### config.mk
export PLATFORM = sky130hd
export DESIGN_NAME = lru_buffer_pool_manager_core
export DESIGN_NICKNAME = d
export VERILOG_FILES = /design/src/sv/lbpm_pkg.sv /design/src/sv/lbpm_cell.sv /design/src/sv/lru_buffer_pool_manager_core.sv
export SDC_FILE = /design/constraint.sdc
export NUM_CORES = 2
export LEC_CHECK = 0
export BUFFER_PORTS_ARGS = -buffer_cell sky130_fd_sc_hd__buf_4
export CELL_PAD_IN_SITES_DETAIL_PLACEMENT = 0
export CELL_PAD_IN_SITES_GLOBAL_PLACEMENT = 1
export CORE_ASPECT_RATIO = 0.75
export CORE_UTILIZATION = 58
export CTS_CLUSTER_DIAMETER = 150
export DETAILED_ROUTE_END_ITERATION = 12
export PLACE_DENSITY = 0.85
export SLEW_MARGIN = 15
export SYNTH_ARGS = -nofsm -noshare
export SYNTH_HDL_FRONTEND = slang
export SYNTH_SLANG_ARGS = --single-unit
### constraint.sdc
create_clock -name clk -period 43.5 [get_ports clk]
set_input_delay 0 -clock clk [delete_from_list [all_inputs] [get_ports clk]]
set_output_delay 0 -clock clk [all_outputs]
set_load 0.05 [all_outputs]
### src/sv/lbpm_pkg.sv
// Types and codes of the buffer pool manager.
package lbpm_pkg;
	localparam int IDX_W = 6;       // widest frame index / rank
	localparam int CNT_W = 7;       // widest frame count
	localparam int MAX_RESULTS = 16;

	localparam logic [2:0] F_FETCH = 3'd0;
	localparam logic [2:0] F_NEW   = 3'd1;
	localparam logic [2:0] F_UNPIN = 3'd2;
	localparam logic [2:0] F_FLUSH = 3'd3;
	localparam logic [2:0] F_FALL  = 3'd4;

	localparam logic [2:0] ST_HIT    = 3'd0;
	localparam logic [2:0] ST_LOADED = 3'd1;
	localparam logic [2:0] ST_NEW    = 3'd2;
	localparam logic [2:0] ST_PINNED = 3'd3;
	localparam logic [2:0] ST_NORES  = 3'd4;
	localparam logic [2:0] ST_DONE   = 3'd5;

	localparam logic [1:0] CMD_HIT   = 2'd0;
	localparam logic [1:0] CMD_INST  = 2'd1;
	localparam logic [1:0] CMD_UNPIN = 2'd2;
	localparam logic [1:0] CMD_FLUSH = 2'd3;

	typedef struct packed {
		logic [2:0]  func;
		logic [31:0] page_id;
		logic        mark_dirty;
	} in_t;

	typedef struct packed {
		logic [2:0]  status;
		logic [3:0]  frame;
		logic        need_load;
		logic        writeback;
		logic [31:0] writeback_page;
		logic        last;
	} out_t;

	// search word that walks the cell row
	typedef struct packed {
		logic [2:0]       op;
		logic [31:0]      page;
		logic             mark;
		logic             hit;
		logic [IDX_W-1:0] hit_idx;
		logic [IDX_W-1:0] hit_rank;
		logic             hit_dirty;
		logic             free_v;
		logic [IDX_W-1:0] free_idx;
		logic [CNT_W-1:0] cnt;
		logic             vic_v;
		logic [IDX_W-1:0] vic_idx;
		logic [IDX_W-1:0] vic_rank;
		logic             vic_dirty;
		logic [31:0]      vic_page;
		logic [CNT_W-1:0] fl_cnt;
	} rec_t;

	// update broadcast to every cell
	typedef struct packed {
		logic             en;
		logic [1:0]       kind;
		logic [IDX_W-1:0] idx;
		logic [IDX_W-1:0] rank;
		logic [31:0]      page;
		logic             flag;
		logic             evict;
	} cmd_t;
endpackage

### src/sv/lbpm_cell.sv
// One page frame: its state, its search stage and its update logic.
module lbpm_cell import lbpm_pkg::*; #(
	parameter int POOL_FRAMES = 16,
	parameter int PIN_BITS = 16,
	parameter int CELL_IDX = 0
) (
	input  logic        clk,
	input  logic        arst_n,
	input  logic        hold,
	input  logic        tok_in,
	input  rec_t        rec_in,
	input  cmd_t        cmd,
	output logic        tok_out,
	output rec_t        rec_out,
	output logic        fl_hit,
	output logic [31:0] fl_page
);
	localparam int RW = $clog2(POOL_FRAMES);

	logic                valid_q, dirty_q;
	logic [PIN_BITS-1:0] pins_q;
	logic [31:0]         page_q;
	logic [RW-1:0]       rank_q;
	logic                tok_q;
	rec_t                rec_q, nxt;
	logic                me;
	logic [IDX_W-1:0]    rank_x;

	assign rank_x = IDX_W'(rank_q);
	assign me = (cmd.idx == IDX_W'(CELL_IDX));

	always_comb begin
		nxt = rec_in;
		fl_hit = 1'b0;
		if (valid_q && page_q == rec_in.page && !rec_in.hit) begin
			nxt.hit = 1'b1;
			nxt.hit_idx = IDX_W'(CELL_IDX);
			nxt.hit_rank = rank_x;
			nxt.hit_dirty = dirty_q;
		end
		if (!valid_q && !rec_in.free_v) begin
			nxt.free_v = 1'b1;
			nxt.free_idx = IDX_W'(CELL_IDX);
		end
		if (valid_q)
			nxt.cnt = rec_in.cnt + 1'b1;
		if (valid_q && pins_q == '0 && (!rec_in.vic_v || rank_x > rec_in.vic_rank)) begin
			nxt.vic_v = 1'b1;
			nxt.vic_idx = IDX_W'(CELL_IDX);
			nxt.vic_rank = rank_x;
			nxt.vic_dirty = dirty_q;
			nxt.vic_page = page_q;
		end
		if (rec_in.op == F_FALL && valid_q && dirty_q
				&& rec_in.fl_cnt < CNT_W'(MAX_RESULTS)) begin
			fl_hit = tok_in;
			nxt.fl_cnt = rec_in.fl_cnt + 1'b1;
		end
	end

	assign fl_page = fl_hit ? page_q : 32'd0;
	assign tok_out = tok_q;
	assign rec_out = rec_q;

	always_ff @(posedge clk or negedge arst_n) begin
		if (!arst_n) begin
			tok_q <= 1'b0;
		end else if (!hold) begin
			tok_q <= tok_in;
		end
	end

	always_ff @(posedge clk) begin
		if (!hold)
			rec_q <= nxt;
	end

	// page and rank need no reset: read only when valid
	always_ff @(posedge clk) begin
		if (cmd.en) begin
			if (cmd.kind == CMD_HIT) begin
				if (me)
					rank_q <= '0;
				else if (valid_q && rank_x < cmd.rank)
					rank_q <= rank_q + 1'b1;
			end else if (cmd.kind == CMD_INST) begin
				if (me) begin
					rank_q <= '0;
					page_q <= cmd.page;
				end else if (valid_q && !(cmd.evict && rank_x > cmd.rank)) begin
					rank_q <= rank_q + 1'b1;
				end
			end
		end
	end

	always_ff @(posedge clk or negedge arst_n) begin
		if (!arst_n) begin
			valid_q <= 1'b0;
			dirty_q <= 1'b0;
			pins_q <= '0;
		end else if (cmd.en && me) begin
			case (cmd.kind)
				CMD_HIT: begin
					if (pins_q != '1)
						pins_q <= pins_q + 1'b1;
					if (cmd.flag)
						dirty_q <= 1'b1;
				end
				CMD_INST: begin
					valid_q <= 1'b1;
					pins_q <= PIN_BITS'(1);
					dirty_q <= cmd.flag;
				end
				CMD_UNPIN: begin
					if (pins_q != '0)
						pins_q <= pins_q - 1'b1;
					if (cmd.flag)
						dirty_q <= 1'b1;
				end
				default: dirty_q <= 1'b0;
			endcase
		end else if (fl_hit && !hold) begin
			dirty_q <= 1'b0;
		end
	end
endmodule

### src/sv/lru_buffer_pool_manager_core.sv
// An accepted item passes the entry register and every frame cell before its final word is registered.
// A new item is taken only once the final word of the last is out; a stalled output word freezes the row.
// Flush-all: each dirty frame's word leaves when the next dirty frame is found; the final
// one leaves at the row end with last set.
// Reset (arst_n low, async): all frames invalid, clean, unpinned; limit register = 16.
// No clearing pass: the block takes items from the first cycle after reset.
module lru_buffer_pool_manager_core import lbpm_pkg::*; #(
	parameter int POOL_FRAMES = 16,
	parameter int PIN_BITS = 16
) (
	input  logic       clk,
	input  logic       arst_n,
	input  logic       in_valid,
	output logic       in_stall,
	input  in_t        in_word,
	output logic       out_valid,
	input  logic       out_stall,
	output out_t       out_word,
	input  logic       cfg_we,
	input  logic [4:0] cfg_data
);
	localparam int IW = $clog2(POOL_FRAMES);

	logic [4:0] lim_cfg_q;
	logic       busy_q, tok0_q, out_v_q, pend_v_q;
	rec_t       rec0_q;
	out_t       out_q, pend_q, res, fl_res;
	cmd_t       cmd;

	logic tok [0:POOL_FRAMES];
	rec_t rec [0:POOL_FRAMES];
	logic [POOL_FRAMES-1:0] fl_hit;
	logic [31:0] fl_pg [0:POOL_FRAMES-1];

	logic            fl_any, tok_end, out_free, hold, accept;
	logic [31:0]     fl_page;
	logic [IW-1:0]   fl_idx;
	logic [CNT_W-1:0] lim;
	rec_t            r;
	rec_t            rec0_d;

	assign accept = in_valid && !in_stall;
	assign in_stall = busy_q;
	assign out_valid = out_v_q;
	assign out_word = out_q;
	assign out_free = !out_v_q || !out_stall;

	// effective limit, clamped to 1..POOL_FRAMES
	always_comb begin
		if (lim_cfg_q == 5'd0)
			lim = CNT_W'(1);
		else if (CNT_W'(lim_cfg_q) > CNT_W'(POOL_FRAMES))
			lim = CNT_W'(POOL_FRAMES);
		else
			lim = CNT_W'(lim_cfg_q);
	end

	// fresh search word for an accepted item
	always_comb begin
		rec0_d = '0;
		rec0_d.op = in_word.func;
		rec0_d.page = in_word.page_id;
		rec0_d.mark = in_word.mark_dirty;
	end

	assign tok[0] = tok0_q;
	assign rec[0] = rec0_q;

	// the cell row: search word hops one frame per cycle while the row is not held
	for (genvar g = 0; g < POOL_FRAMES; g++) begin : g_cell
		lbpm_cell #(
			.POOL_FRAMES(POOL_FRAMES),
			.PIN_BITS(PIN_BITS),
			.CELL_IDX(g)
		) u_cell (
			.clk(clk),
			.arst_n(arst_n),
			.hold(hold),
			.tok_in(tok[g]),
			.rec_in(rec[g]),
			.cmd(cmd),
			.tok_out(tok[g+1]),
			.rec_out(rec[g+1]),
			.fl_hit(fl_hit[g]),
			.fl_page(fl_pg[g])
		);
	end

	// at most one cell holds the search word, so OR-merge its flush report
	always_comb begin
		fl_page = '0;
		fl_idx = '0;
		for (int i = 0; i < POOL_FRAMES; i++) begin
			fl_page = fl_page | fl_pg[i];
			if (fl_hit[i])
				fl_idx = fl_idx | IW'(i);
		end
	end
	assign fl_any = |fl_hit;

	assign tok_end = tok[POOL_FRAMES];
	assign r = rec[POOL_FRAMES];

	// freeze the row while a word has nowhere to go
	assign hold = (tok_end && !out_free) || (fl_any && pend_v_q && !out_free);

	always_comb begin
		fl_res = '0;
		fl_res.status = ST_DONE;
		fl_res.frame = 4'(fl_idx);
		fl_res.writeback = 1'b1;
		fl_res.writeback_page = fl_page;
	end

	// final decision once the search word leaves the last cell
	always_comb begin
		res = '0;
		res.last = 1'b1;
		cmd = '0;
		cmd.page = r.page;
		case (r.op)
			F_FETCH, F_NEW: begin
				if (r.hit) begin
					cmd.en = 1'b1;
					cmd.kind = CMD_HIT;
					cmd.idx = r.hit_idx;
					cmd.rank = r.hit_rank;
					cmd.flag = (r.op == F_NEW);
					res.status = (r.op == F_NEW) ? ST_NEW : ST_HIT;
					res.frame = 4'(r.hit_idx);
				end else if (r.cnt < lim || r.vic_v) begin
					cmd.en = 1'b1;
					cmd.kind = CMD_INST;
					cmd.flag = (r.op == F_NEW);
					cmd.evict = !(r.cnt < lim);
					cmd.idx = (r.cnt < lim) ? r.free_idx : r.vic_idx;
					cmd.rank = r.vic_rank;
					res.status = (r.op == F_NEW) ? ST_NEW : ST_LOADED;
					res.need_load = (r.op == F_FETCH);
					res.frame = 4'(cmd.idx);
					if (!(r.cnt < lim) && r.vic_dirty) begin
						res.writeback = 1'b1;
						res.writeback_page = r.vic_page;
					end
				end else begin
					res.status = ST_PINNED;
				end
			end
			F_UNPIN, F_FLUSH: begin
				if (r.hit) begin
					cmd.en = 1'b1;
					cmd.kind = (r.op == F_UNPIN) ? CMD_UNPIN : CMD_FLUSH;
					cmd.idx = r.hit_idx;
					cmd.flag = r.mark;
					res.status = ST_DONE;
					res.frame = 4'(r.hit_idx);
					if (r.op == F_FLUSH && r.hit_dirty) begin
						res.writeback = 1'b1;
						res.writeback_page = r.page;
					end
				end else begin
					res.status = ST_NORES;
				end
			end
			F_FALL: begin
				res.status = ST_DONE;
				if (pend_v_q) begin
					res = pend_q;
					res.last = 1'b1;
				end
			end
			default: res.status = ST_DONE;
		endcase
		cmd.en = cmd.en && tok_end && out_free;
	end

	always_ff @(posedge clk or negedge arst_n) begin
		if (!arst_n) begin
			lim_cfg_q <= 5'd16;
		end else if (cfg_we) begin
			lim_cfg_q <= cfg_data;
		end
	end

	always_ff @(posedge clk or negedge arst_n) begin
		if (!arst_n) begin
			busy_q <= 1'b0;
			tok0_q <= 1'b0;
			out_v_q <= 1'b0;
			pend_v_q <= 1'b0;
		end else begin
			if (accept) begin
				busy_q <= 1'b1;
				tok0_q <= 1'b1;
			end else if (!hold) begin
				tok0_q <= 1'b0;
			end
			// final word and flush report never meet: one search word in the row
			if (tok_end && out_free) begin
				out_v_q <= 1'b1;
				busy_q <= 1'b0;
				pend_v_q <= 1'b0;
			end else if (fl_any && !hold) begin
				pend_v_q <= 1'b1;
				if (pend_v_q)
					out_v_q <= 1'b1;
				else if (!out_stall)
					out_v_q <= 1'b0;
			end else if (!out_stall) begin
				out_v_q <= 1'b0;
			end
		end
	end

	always_ff @(posedge clk) begin
		if (accept)
			rec0_q <= rec0_d;
		if (tok_end && out_free) begin
			out_q <= res;
		end else if (fl_any && !hold && pend_v_q) begin
			out_q <= pend_q;
		end
		if (fl_any && !hold)
			pend_q <= fl_res;
	end
endmodule

==> results.md <==
* Outcome: complete, no violations
* DR pass1 iterations at 12
* Syn Area/Cell at 14.04 um2
* Post-detail-place hpwl at 249.5 mm
* Maximum VDD drop at 0.03753 mV
* Post-CTS Setup Bufs at 0
* Number of synthesized register bits at 2616
* Synth Warn # at 0
* Critical Path AT at 9.38 ns
* Fin crit period at 8.619 ns
* DRT met1 WL at 144.3 mm
* Crit. path cell count at 15
* First-pass GRT wire length at 492.5 mm
* Mapped cell area at 119300 um2
* Initial DRC count at 11690
* Layout Nets at 9204
* H-tree depth at 4
* Register area share after synthesis at 64.55%
* Pin count of the biggest net entering global routing at 196
* CP Launch Type: register
* Top Metal Used: met5
* Hold WC Path Type: in2reg
* Horiz. Die Dim at 525.6 um
* Final hold vios at 0
* Clock Latency Late Sink at 0.90 ns
* Vias in the first global route at 71090
* Worst-Margin Slew at 1.251 ns
* Met2 WL at 129.4 mm
* Power share of the sequential group at 51.9%
* Synth Instances at 8497
* Total grt overflow at 0
* Crit end category: register
* Clock root cell: clkbuf_16
* Library cells used by synthesis at 106
* RSZ-0062 raised after global routing: false
* Critical path's most frequent cell: buf_4
* Critical path, cell by cell: and2_1, and4_2, buf_4, or4_1, o41ai_1, buf_4, a21oi_4, buf_4, inv_8, buf_12, buf_12, buf_4, buf_4, nand3b_1, a32o_1
* Crit path required time at 44.27 ns
* Pwr/cell area at 63.86 nW/um2
* Critical path peak fanout at 195
* GRT Util Overall at 32.69%
* Area growth syn-to-layout at 11.25%
* IO Count at 90
* Setup TNS at 0 ns
* Die area at 207500 um2
* Fmax achieved at 0.1160 GHz
* CP bufs+invs at 8
* Initial antenna violation count at 22
* WL final at 344.1 mm
* Post-synth ARST share at 11.96%
* Core area at 203400 um2
* Max-cap violations at 0
* Most frequent cells in the layout: edfxtp_1, nand2_1, mux2_2
* Overall power at 8473 uW
* Routability congestion estimate at 1.016
* Die height at 394.7 um
* Row count at 143
* Share of layout cells above drive strength 1 at 15.24%
* Final count of negative-setup-slack endpoints at 0
* Worst Skew at 0.06294 ns
* Via count at 75880
* Met3 routed WL at 62.61 mm
* CTS sink count at 2616
* R2R cell count at 15
* TritonCTS clock tree: yes
* Drt drc at 0
* Pre-CTS WS at 35.10 ns
* Clock share of power at 26.3%
* Vias per std cell at 6.517
* Switching Fraction at 31.58%
* Worst path top cell family by delay: buffers and inverters
* Port Buf Inserts at 89
* CTS Buffer Depth at 4
* Slew margin rel. at 16.22%
* Post-route clock period utilization at 19.81%
* Combinational share of power at 21.8%
* Post-detailed-route wirelength per cell at 29.56 um
* Internal power at 5797 uW
* Initial Utilization at 58.63%
* Antenna-violating nets left at 0
* Commonest non-fill, non-tap cell in the layout: edfxtp_1
* Leak at 0.05025 uW
* Post-synth EDFFs at 2303
* Total net switching power at 2676 uW
* Worst hold stages at 4
* Clk slew on worst S/H paths at 0.07 ns
* Top FF cell, synth: edfxtp_1
* Worst setup path class: reg2reg
* Inserted Clock Buffers at 245
* Slowest stage delay, CP at 1.02 ns
* Worst setup margin at 34.88 ns
* Critical-path cell with the highest stage delay: buf_4
* Slew Viols, Final at 0
-- layer usage --
| metal | up-vias | track usage [%] |
|---|---|---|
| met4 | 8 | 6.769 |
| met1 | 37310 | 49.01 |
| met3 | 486 | 17.76 |
| met2 | 4845 | 41.05 |
| li1 | 33220 | - |
| met5 | - | 0 |
-- synthesized netlist by cell type (57+ instances only) --
cell type	number	share of area [%]
nand3_1	171	0.72
xnor2_1	519	3.8
a22o_1	65	0.48
inv_1	178	0.56
nand2_1	602	1.9
or2_2	83	0.44
nand4_1	231	1.2
xor2_1	279	2.0
dfrtp_1	312	6.5
o21ai_0	337	1.4
and2_1	98	0.51
nor4_1	149	0.78
clkbuf_1	252	0.79
nor3_1	128	0.54
a22oi_1	102	0.64
o31ai_1	100	0.63
a222oi_1	98	0.82
mux2_2	596	5.6
and3_1	57	0.30
nor2_1	308	0.97
nor2b_1	107	0.56
ha_1	394	4.1
nand2b_1	131	0.69
a21oi_1	188	0.79
edfxtp_1	2303	58
-- cell type report --
type	instances	area, um2
well taps	2682	3356
clock inverters	148	1725
fillers	14210	70740
repair buffers	294	2515
flip-flops and latches	2616	76990
diodes	12	30.03
multi-input cells	5411	40950
clock buffers	299	6436
inverters	180	690.7
-- power groups by stage --
stage	clock (uW)	combinational, uW	sequential, uW
finish	2230	1850	4390
global route	2330	1980	4450
CTS	2240	1820	4360
detailed placement	0	1790	4400
global placement	0	1750	4360
floorplan	0	1170	4280
-- logic make-up (layout without fill, tap and decap cells) --
kind of cell / Yosys count / after routing / synth area share (%)
compound gates: 1343 / 1343 / 8.039
mux: 621 / 621 / 5.837
fa+ha+maj: 410 / 410 / 4.402
buf+inv: 471 / 921 / 1.520
other cells: 1 / 14 / 0.003144
xor+xnor: 798 / 798 / 5.860
flops: 2616 / 2616 / 64.55
simple gates: 2237 / 2237 / 9.790
-- final timing paths --
kind | slack, ns | start | end
setup / recovery | 34.88 | g_cell[4].u_cell.dirty_q | g_cell[12].u_cell.dirty_q
hold / removal | 0.23 | out_stall | out_valid
setup reg to reg | 34.88 | g_cell[4].u_cell.dirty_q | g_cell[12].u_cell.dirty_q
hold reg to reg | 0.42 | g_cell[12].u_cell.rec_out[81] | g_cell[13].u_cell.rec_out[81]
max in group asynchronous | 40.66 | arst_n | g_cell[2].u_cell.pins_q[2]
min in group asynchronous | 0.38 | arst_n | g_cell[6].u_cell.pins_q[10]
-- repair_timing --
action / CTS / global route
hold endpoints to repair: 219 / 0
hold buffers: 93 / 0
setup endpoints to repair: 0 / 0
gates resized for setup: 0 / 0
-- worst min-delay path, cell delays in order --
cell	delay (ns)
dlygate4sd3_1	0.53
buf_4	0.13
nand2_1	0.24
nand2_1	0.14
-- metrics by stage --
stage               hold slack (ns)  instance area, um2  cells  utilization, %
detailed placement           0.1177              123500  11090           60.71
global route                 0.2110              132700  11630           65.21
floorplan                   -0.2956              119300   8498               -
global placement             0.1134              123500  11090           60.70
CTS                          0.1666              132600  11630           65.19
finish                       0.2294              132700  11640           65.23
-- registers in the layout (all words and copies together) (netlist names) --
register               count
g_cell.u_cell.rank_q      64
lim_cfg_q                  5
tok0_q                     1
g_cell.u_cell.rec_out   1613
out_word                  42
pend_q                    36
g_cell.u_cell.dirty_q     16
pend_v_q                   1
out_valid                  1
g_cell.u_cell.pins_q     256
rec                       36
g_cell.u_cell.valid_q     16
g_cell.u_cell.page_q     512
g_cell.u_cell.tok_out     16
in_stall                   1
Note: power is estimated with default switching activity, not from simulation.
